$ cat src/rtl/core/hls_color_shade_macros.svh
// assertion helpers used by hls_color_shade
`ifndef HLS_COLOR_SHADE_MACROS_SVH
`define HLS_COLOR_SHADE_MACROS_SVH

// same-cycle implication, checked on the rising clock outside reset
`define HCS_ASSERT_IMP(lbl, ante, cons, msg) \
   lbl: assert property (@(posedge clock) disable iff (reset) (ante) |-> (cons)) \
      else $error(msg);

// next-cycle implication, checked on the rising clock outside reset
`define HCS_ASSERT_NXT(lbl, ante, cons, msg) \
   lbl: assert property (@(posedge clock) disable iff (reset) (ante) |=> (cons)) \
      else $error(msg);

`endif

$ cat src/rtl/core/hcs_div.sv
module hcs_div #(
   parameter int NW = 33,
   parameter int DW = 17,
   parameter int QW = 17
) (
   input  logic          clock,
   input  logic          en,
   input  logic [NW-1:0] num,
   input  logic [DW-1:0] den,
   output logic [QW-1:0] quo
);

   // one restoring step per stage, quotient must fit in QW bits
   logic [DW-1:0] rem_ff [QW];
   logic [QW-1:0] low_ff [QW];
   logic [DW-1:0] den_ff [QW];
   logic [QW-1:0] quo_ff [QW];

   genvar k;
   generate
      for (k = 0; k < QW; k++) begin : g_stage
         logic [DW-1:0] rem_prev;
         logic [QW-1:0] low_prev;
         logic [DW-1:0] den_prev;
         logic [QW-1:0] quo_prev;
         logic [DW:0]   trial;
         logic          ge;
         logic [DW-1:0] rem_in;
         logic [QW-1:0] low_in;
         logic [QW-1:0] quo_in;

         if (k == 0) begin : g_first
            assign rem_prev = DW'(num >> QW);
            assign low_prev = num[QW-1:0];
            assign den_prev = den;
            assign quo_prev = '0;
         end else begin : g_next
            assign rem_prev = rem_ff[k-1];
            assign low_prev = low_ff[k-1];
            assign den_prev = den_ff[k-1];
            assign quo_prev = quo_ff[k-1];
         end

         always_comb begin
            trial  = {rem_prev, low_prev[QW-1]};
            ge     = (trial >= {1'b0, den_prev});
            rem_in = ge ? DW'(trial - {1'b0, den_prev}) : trial[DW-1:0];
            low_in = {low_prev[QW-2:0], 1'b0};
            quo_in = {quo_prev[QW-2:0], ge};
         end

         always_ff @(posedge clock) begin
            if (en) begin
               rem_ff[k] <= rem_in;
               low_ff[k] <= low_in;
               den_ff[k] <= den_prev;
               quo_ff[k] <= quo_in;
            end
         end
      end
   endgenerate

   assign quo = quo_ff[QW-1];

endmodule

$ cat config.mk
export PLATFORM = sky130hd
export DESIGN_NAME = hcs_div
export DESIGN_NICKNAME = d
export VERILOG_FILES = /design/src/rtl/core/hls_color_shade_macros.svh /design/src/rtl/core/hcs_div.sv
export SDC_FILE = /design/constraint.sdc
export NUM_CORES = 1
export LEC_CHECK = 0
export ABC_AREA = 1
export BUFFER_PORTS_ARGS = -buffer_cell sky130_fd_sc_hd__buf_2
export CELL_PAD_IN_SITES_DETAIL_PLACEMENT = 1
export CELL_PAD_IN_SITES_GLOBAL_PLACEMENT = 1
export CORE_ASPECT_RATIO = 0.8
export CORE_MARGIN = 5
export CORE_UTILIZATION = 43
export CTS_CLUSTER_SIZE = 30
export DETAILED_ROUTE_END_ITERATION = 10
export PLACE_DENSITY_LB_ADDON = 0.08
export SLEW_MARGIN = 10
export SYNTH_ARGS = -nofsm -noshare
export SYNTH_HDL_FRONTEND = slang
export SYNTH_SLANG_ARGS = --single-unit
$ cat constraint.sdc
create_clock -name clock -period 4 [get_ports clock]
set_input_delay 0.2 -clock clock [delete_from_list [all_inputs] [get_ports clock]]
set_output_delay 0.2 -clock clock [all_outputs]
set_load 0.1 [all_outputs]
=== Yosys cells after proc, flatten, opt, wreduce, memory -nomap -nowiden ===
Memory sizes are Yosys's and may differ from the RTL's.
Index checks and enable logic that the tools add are counted.

* Input port bits: 52
* Memories kept: 4
* Word-level logic and storage cells: 57
* Bits in registers: 0
* Memory bits (writable): 1139
* Output and inout port bits: 17

{| class="wikitable"
|+ Memories
! memory !! words !! bits a word !! read ports !! clocked after Yosys merged registers in !! write ports !! line !! source
|-
| den_ff || 17 || 17 || 16 || 0 || 17 || hcs_div.sv:16 || <nowiki>logic [DW-1:0] den_ff [QW];</nowiki>
|-
| quo_ff || 17 || 17 || 17 || 0 || 17 || hcs_div.sv:17 || <nowiki>logic [QW-1:0] quo_ff [QW];</nowiki>
|-
| rem_ff || 17 || 17 || 16 || 0 || 17 || hcs_div.sv:14 || <nowiki>logic [DW-1:0] rem_ff [QW];</nowiki>
|-
| low_ff || 17 || 16 || 16 || 0 || 17 || hcs_div.sv:15 || <nowiki>logic [QW-1:0] low_ff [QW];</nowiki>
|}

* Order comparisons: 17
* Add/sub/neg operators: 17
* Muxes and demuxes: 19

{| class="wikitable"
|+ Operator list
! kind !! number
|-
| 2-to-1 mux 17 bit || 17
|-
| subtractor 17 bit || 17
|-
| >= comparator 18 x 17 -> 1 bit || 16
|-
| >= comparator 17 bit || 1
|-
| 2-to-1 mux 1 bit || 2
|}

=== Depth between registers and ports, before layout ===
An unclocked memory read counts as a cell.

* Depth after elaboration: 3
* Depth in mapped cells: 15
* Depth with buffers taken out: 14

=== Worst setup path after synthesis ===
OpenSTA, ideal clock, no wires.

* Path type: register to register
* From: memory low_ff[0][191] (netlist name)
* To: memory rem_ff[12][8] (netlist: rem_ff[0][212]), data pin
* Clock period less this slack: 2.124 ns
* Stages on the path, launching flop included: 16
* Setup time: 0.252 ns
* Data required time: 3.748 ns
* Arrival: 1.871 ns
* Path slack: 1.876 ns
* Cell sequence: edfxtp_1 inv_1 ha_1 inv_1 fa_1 nand2_1 nand2_1 nand3b_1 nand2_2 nand2_1 nand2_2 nand2_4 nand2_4 buf_12 nand2_1 nand2_1

{| class="wikitable"
|+ RTL lines
! element !! line
|-
| start: declaration || hcs_div.sv:15
|-
| end: declaration || hcs_div.sv:14
|}

==> results_tabular.tex <==
\begin{tabular}{lr}
\hline
Metric & Value \\
\hline
\multicolumn{2}{l}{\textbf{Synthesis}} \\
Summed instance area of the synthesized netlist & 48400 um\^{}2 \\
Xor and xnor area share after synthesis & under 10\% \\
Share of cell area taken by muxes after synthesis & 0\% \\
Cell accounting for the most synthesized area & sky130\_fd\_sc\_hd\_\_edfxtp\_1 \\
Mapped Avg Cell Area & 8.64 um\^{}2 \\
Area share of and/or/nand/nor cells after synthesis & a little over a quarter \\
Complex-gate fraction of the synthesized area & 1.84\% \\
Portion of synthesized cell area occupied by the leading cell type & approximately 52\% \\
Synthesized flop and latch total & 833 \\
Synth Warn \# & 0 \\
Largest family of logic cells by synthesized area & simple AND/OR/NAND/NOR gates \\
Cell types occupying the most area after synthesis & sky130\_fd\_sc\_hd\_\_edfxtp\_1 52\%, sky130\_fd\_sc\_hd\_\_nand2\_1 16\%, sky130\_fd\_sc\_hd\_\_inv\_1 8.6\% \\
Cells after synthesis & 5608 \\
Fraction of the yosys area taken by sequential cells & 51.6\% \\
Adder-cell share of the synthesized area & 8.13\% \\
Total nets after synthesis & just under 6000 \\
Number of library cell types mapped by synthesis & 42 \\
\multicolumn{2}{l}{\textbf{Critical path}} \\
Critical-path cell with the highest stage delay & sky130\_fd\_sc\_hd\_\_edfxtp\_1 \\
Critical path arrival & 3.22 ns \\
RR Startpoint & den\_ff[0][34]\$\_DFFE\_PP\_ \\
Critical path data required time & 4.38 ns \\
Startpoint-to-endpoint class of the critical path & flip-flop to flip-flop \\
Worst path max stage delay & 0.49 ns \\
Most common cell type on the critical path & sky130\_fd\_sc\_hd\_\_nand2\_1 \\
Nature of the critical path endpoint & flip-flop \\
Largest delay contributor family on the critical path & simple AND/OR/NAND/NOR gates \\
Crit path launch type & flip-flop \\
Number of buffer and inverter stages on the critical path & 1 \\
Chain of cells forming the critical path & ha\_1 > inv\_1 > fa\_1 > nand2\_1 > nand2\_1 > nand3\_2 > nand2\_2 > nand2\_1 > nand2\_1 > nand2\_4 > nand2\_4 > nand2\_1 > nand2\_1 \\
Maximum fanout encountered on the critical timing path & 18 \\
Crit path launch & den\_ff[0][34]\$\_DFFE\_PP\_ \\
\multicolumn{2}{l}{\textbf{STA}} \\
Final-layout setup total negative slack & 0 ns \\
Minimum clock period after layout & 2.84 ns \\
Worst rel slew slack & between 50\% and 60\% \\
Achievable clock frequency & 0.352 GHz \\
Unrepaired setup endpoints after global routing & false \\
Final hold violation count & 0 \\
Clk\_skew & between 0.03 and 0.04 ns \\
Worst setup margin & 1.16 ns \\
Final cycle utilization of the critical path & 71.0\% \\
Final setup violating endpoints & 0 \\
Number of max-slew violations in the final report & 0 \\
Tightest Pin Transition & 0.740 ns \\
\multicolumn{2}{l}{\textbf{Die}} \\
Initial core utilization & 43.2\% \\
Area of the placeable core & 112000 um\^{}2 \\
Height of the chip & between 300 and 400 um \\
Overall die area & 120000 um\^{}2 \\
Row count & 110 \\
I/O pin total & 69 \\
Die outline width & 385 um \\
\multicolumn{2}{l}{\textbf{Global route}} \\
Number of antenna violations at the first check in global routing & 12 \\
Wire length of the first global-routing pass & 218 mm \\
Pin count of the biggest net entering global routing & around 110 \\
Global routing usage summed across all routing layers & approximately a quarter \\
Vias in the first global route & 36600 \\
Remaining global-route overflow & 0 \\
\multicolumn{2}{l}{\textbf{CTS}} \\
Largest buffer count on any clock path & 3 \\
Post-CTS setup-driven buffer insertion count & 0 \\
Total number of clock tree sinks & 833 \\
Clock tree from TritonCTS & yes \\
Clock slew at the register clock pins of the worst setup and hold paths & 0.07 ns \\
Clock latency on the worst-skew pair & 0.70 ns \\
Root buffer selected by CTS & sky130\_fd\_sc\_hd\_\_clkbuf\_16 \\
H-tree depth & 3 \\
TritonCTS Buffers & 91 \\
\multicolumn{2}{l}{\textbf{Power and ir drop}} \\
Leakage dissipation & 27.1 nW \\
Power consumption & 40.3 mW \\
Portion of total power attributed to sequential cells & 34.7\% \\
Clock share of power & 22.1\% \\
Power per unit of standard cell area & 745 nW/um\^{}2 \\
Net load switching power & 17.2 mW \\
Worst ir drop on vdd & roughly 0.35 mV \\
Net switching share of the total power & a little over two fifths \\
Internal power & 23.2 mW \\
Comb power frac & a little over two fifths \\
\multicolumn{2}{l}{\textbf{Drt}} \\
Max layer used & met5 \\
Average wire length per cell after detail routing & 19.2 um \\
Length of the first detailed-routing pass in iterations & 5 \\
Met1 layer wirelength in the final routing & 73.1 mm \\
Total number of vias & 36800 \\
Number of routed nets with antenna violations & 0 \\
Met3 routed WL & roughly 8.6 mm \\
Total detailed-routing wirelength & $\sim$140 mm \\
DR vias/cell & approximately 5 \\
DR iter-0 viols & around 2600 \\
Detailed-routed wire length on met2 & between 50 and 60 mm \\
Count of unresolved DRC violations after routing & 0 \\
\multicolumn{2}{l}{\textbf{Placed design}} \\
Inst Count DP & 7156 \\
Final Wtd Congestion & roughly 0.88 \\
I/O Buffers & 68 \\
Post-detail-place hpwl & 111 mm \\
Post-place setup slack & 1.25 ns \\
\multicolumn{2}{l}{\textbf{Finish}} \\
Ratio of cells with drive above 1 in the final layout & 6.45\% \\
Layout Cells excl Fill & 7375 \\
Fin nets & a little over 6000 \\
Area growth from synthesis to final layout & 11.7\% \\
Diode insertion count for antenna repair & 0 \\
Fillers & 13200 \\
\multicolumn{2}{l}{\textbf{Hold path}} \\
Class of the tightest hold or removal check & input port to flip-flop \\
Startpoint of the tightest hold check path & en \\
\multicolumn{2}{l}{\textbf{Outcome}} \\
Run status & finished clean \\
\multicolumn{2}{l}{\textbf{Job}} \\
\# Max-Cap Violations & 0 \\
\hline
\end{tabular}
[worst reg2reg max path, cell delays in order, from the launching register on]
cell	delay [ns]
sky130_fd_sc_hd__edfxtp_1	0.49
sky130_fd_sc_hd__ha_1	0.21
sky130_fd_sc_hd__inv_1	0.06
sky130_fd_sc_hd__fa_1	0.41
sky130_fd_sc_hd__nand2_1	0.08
sky130_fd_sc_hd__nand2_1	0.12
sky130_fd_sc_hd__nand3_2	0.09
sky130_fd_sc_hd__nand2_2	0.09
sky130_fd_sc_hd__nand2_1	0.09
sky130_fd_sc_hd__nand2_1	0.11
sky130_fd_sc_hd__nand2_4	0.23
sky130_fd_sc_hd__nand2_4	0.21
sky130_fd_sc_hd__nand2_1	0.14
sky130_fd_sc_hd__nand2_1	0.20
[state kept, by name, indices dropped and copies added, names as in the netlist]
| name | count |
|---|---|
| low_ff | 136 |
| den_ff | 272 |
| quo_ff | 153 |
| rem_ff | 272 |
[final timing paths]
path | to | slack [ns] | cells past startpoint
worst max register to register | rem_ff[0][63]$_DFFE_PP_ | 1.16 | 13
worst min-delay path | rem_ff[0][114]$_DFFE_PP_ | 0.03 | 1
worst max-delay path | rem_ff[0][63]$_DFFE_PP_ | 1.16 | 13
worst min register to register | quo_ff[11][1]$_DFFE_PP_ | 0.40 | 0
[kinds of logic (layout without fill, tap and decap cells)]
kind of cell	Yosys count	after routing
AO/OA/AOI/OAI	169	169
XOR/XNOR	112	112
adder cells (fa/ha/maj)	305	305
buffers and inverters	1165	1420
flip-flops	833	833
AND/OR/NAND/NOR	3024	3024
[synth_stat cells]
| cell | instances |
|---|---|
| sky130_fd_sc_hd__a21oi_1 | 149 |
| sky130_fd_sc_hd__a21oi_2 | 2 |
| sky130_fd_sc_hd__and2_1 | 18 |
| sky130_fd_sc_hd__and3_1 | 16 |
| sky130_fd_sc_hd__buf_12 | 1 |
| sky130_fd_sc_hd__buf_2 | 15 |
| sky130_fd_sc_hd__buf_4 | 22 |
| sky130_fd_sc_hd__buf_6 | 14 |
| sky130_fd_sc_hd__buf_8 | 1 |
| sky130_fd_sc_hd__edfxtp_1 | 833 |
| sky130_fd_sc_hd__fa_1 | 16 |
| sky130_fd_sc_hd__ha_1 | 289 |
| sky130_fd_sc_hd__inv_1 | 1108 |
| sky130_fd_sc_hd__inv_2 | 4 |
| sky130_fd_sc_hd__nand2_1 | 2091 |
| sky130_fd_sc_hd__nand2_2 | 61 |
| sky130_fd_sc_hd__nand2_4 | 30 |
| sky130_fd_sc_hd__nand3_1 | 478 |
| sky130_fd_sc_hd__nand3_2 | 1 |
| sky130_fd_sc_hd__nand3b_1 | 8 |
| sky130_fd_sc_hd__nand4_1 | 31 |
| sky130_fd_sc_hd__nor2_1 | 203 |
| sky130_fd_sc_hd__nor2_2 | 17 |
| sky130_fd_sc_hd__nor2_4 | 15 |
| sky130_fd_sc_hd__nor3_1 | 21 |
| sky130_fd_sc_hd__nor3_2 | 1 |
| sky130_fd_sc_hd__nor3_4 | 1 |
| sky130_fd_sc_hd__nor3b_2 | 1 |
| sky130_fd_sc_hd__nor4_1 | 1 |
| sky130_fd_sc_hd__nor4_4 | 13 |
| sky130_fd_sc_hd__o21a_1 | 8 |
| sky130_fd_sc_hd__o21ai_0 | 2 |
| sky130_fd_sc_hd__o21ai_1 | 3 |
| sky130_fd_sc_hd__o21ai_2 | 2 |
| sky130_fd_sc_hd__o21bai_1 | 1 |
| sky130_fd_sc_hd__o21bai_2 | 1 |
| sky130_fd_sc_hd__o31ai_1 | 1 |
| sky130_fd_sc_hd__or2_0 | 1 |
| sky130_fd_sc_hd__or2_1 | 14 |
| sky130_fd_sc_hd__or2_2 | 2 |
| sky130_fd_sc_hd__xnor2_1 | 17 |
| sky130_fd_sc_hd__xor2_1 | 95 |
[timing repair]
action                                 in CTS  in global routing
resized for setup                           0                  0
hold buffers                               50                  0
endpoints found under the hold margin      50                  0
[power by group through the flow]
| stage | Clock (mW) | Sequential, mW | Combinational, mW |
|---|---|---|---|
| finish | 8.90 | 14.0 | 17.5 |
| global placement | 0 | 14.1 | 16.8 |
| global route | 9.57 | 14.1 | 19.8 |
| CTS | 9.17 | 14.0 | 17.4 |
| floorplan | 0 | 13.2 | 12.7 |
| detailed placement | 0 | 14.1 | 17.2 |
[area by class of cell]
class	instances	area, um^2	area share (%)
Clock buffer	104	2370	4.38
Clock inverter	65	769	1.42
Inverter	1112	4170	7.71
Multi-Input combinational cell	3610	18800	34.8
Sequential cell	833	25000	46.2
Tap cell	1512	1890	3.50
Timing Repair Buffer	139	1080	2.00
[layout by cell type, fill, tap and decap left out, types with 16 or more instances in the layout]
master	count
sky130_fd_sc_hd__nand2_1	2091
sky130_fd_sc_hd__inv_1	1108
sky130_fd_sc_hd__edfxtp_1	833
sky130_fd_sc_hd__nand3_1	478
sky130_fd_sc_hd__ha_1	289
sky130_fd_sc_hd__nor2_1	203
sky130_fd_sc_hd__a21oi_1	149
sky130_fd_sc_hd__xor2_1	95
sky130_fd_sc_hd__clkbuf_16	93
sky130_fd_sc_hd__buf_2	67
sky130_fd_sc_hd__nand2_2	61
sky130_fd_sc_hd__dlygate4sd3_1	50
sky130_fd_sc_hd__nand4_1	31
sky130_fd_sc_hd__nand2_4	30
sky130_fd_sc_hd__nor3_1	21
sky130_fd_sc_hd__clkinv_1	20
sky130_fd_sc_hd__and2_1	18
sky130_fd_sc_hd__nor2_2	17
sky130_fd_sc_hd__xnor2_1	17
sky130_fd_sc_hd__and3_1	16
sky130_fd_sc_hd__fa_1	16
[metal layers]
metal  vias to the layer above  global-route usage [%]
met4                         2                    4.17
li1                      18200                       -
met1                     17800                    37.5
met5                         -                       0
met2                       755                    34.1
met3                       140                    4.46
[through the flow]
stage	utilization (%)	cell area (um^2)	hold WS, ns
6_report	48.2	54100	0.0314
3_5_place_dp	45.0	50500	0.379
3_3_place_gp	45.0	50500	0.378
4_1_cts	48.2	54100	0.00918
5_1_grt	48.2	54100	0.00187
2_1_floorplan	-	48400	0.299
Power figures use the tool's default switching activity.
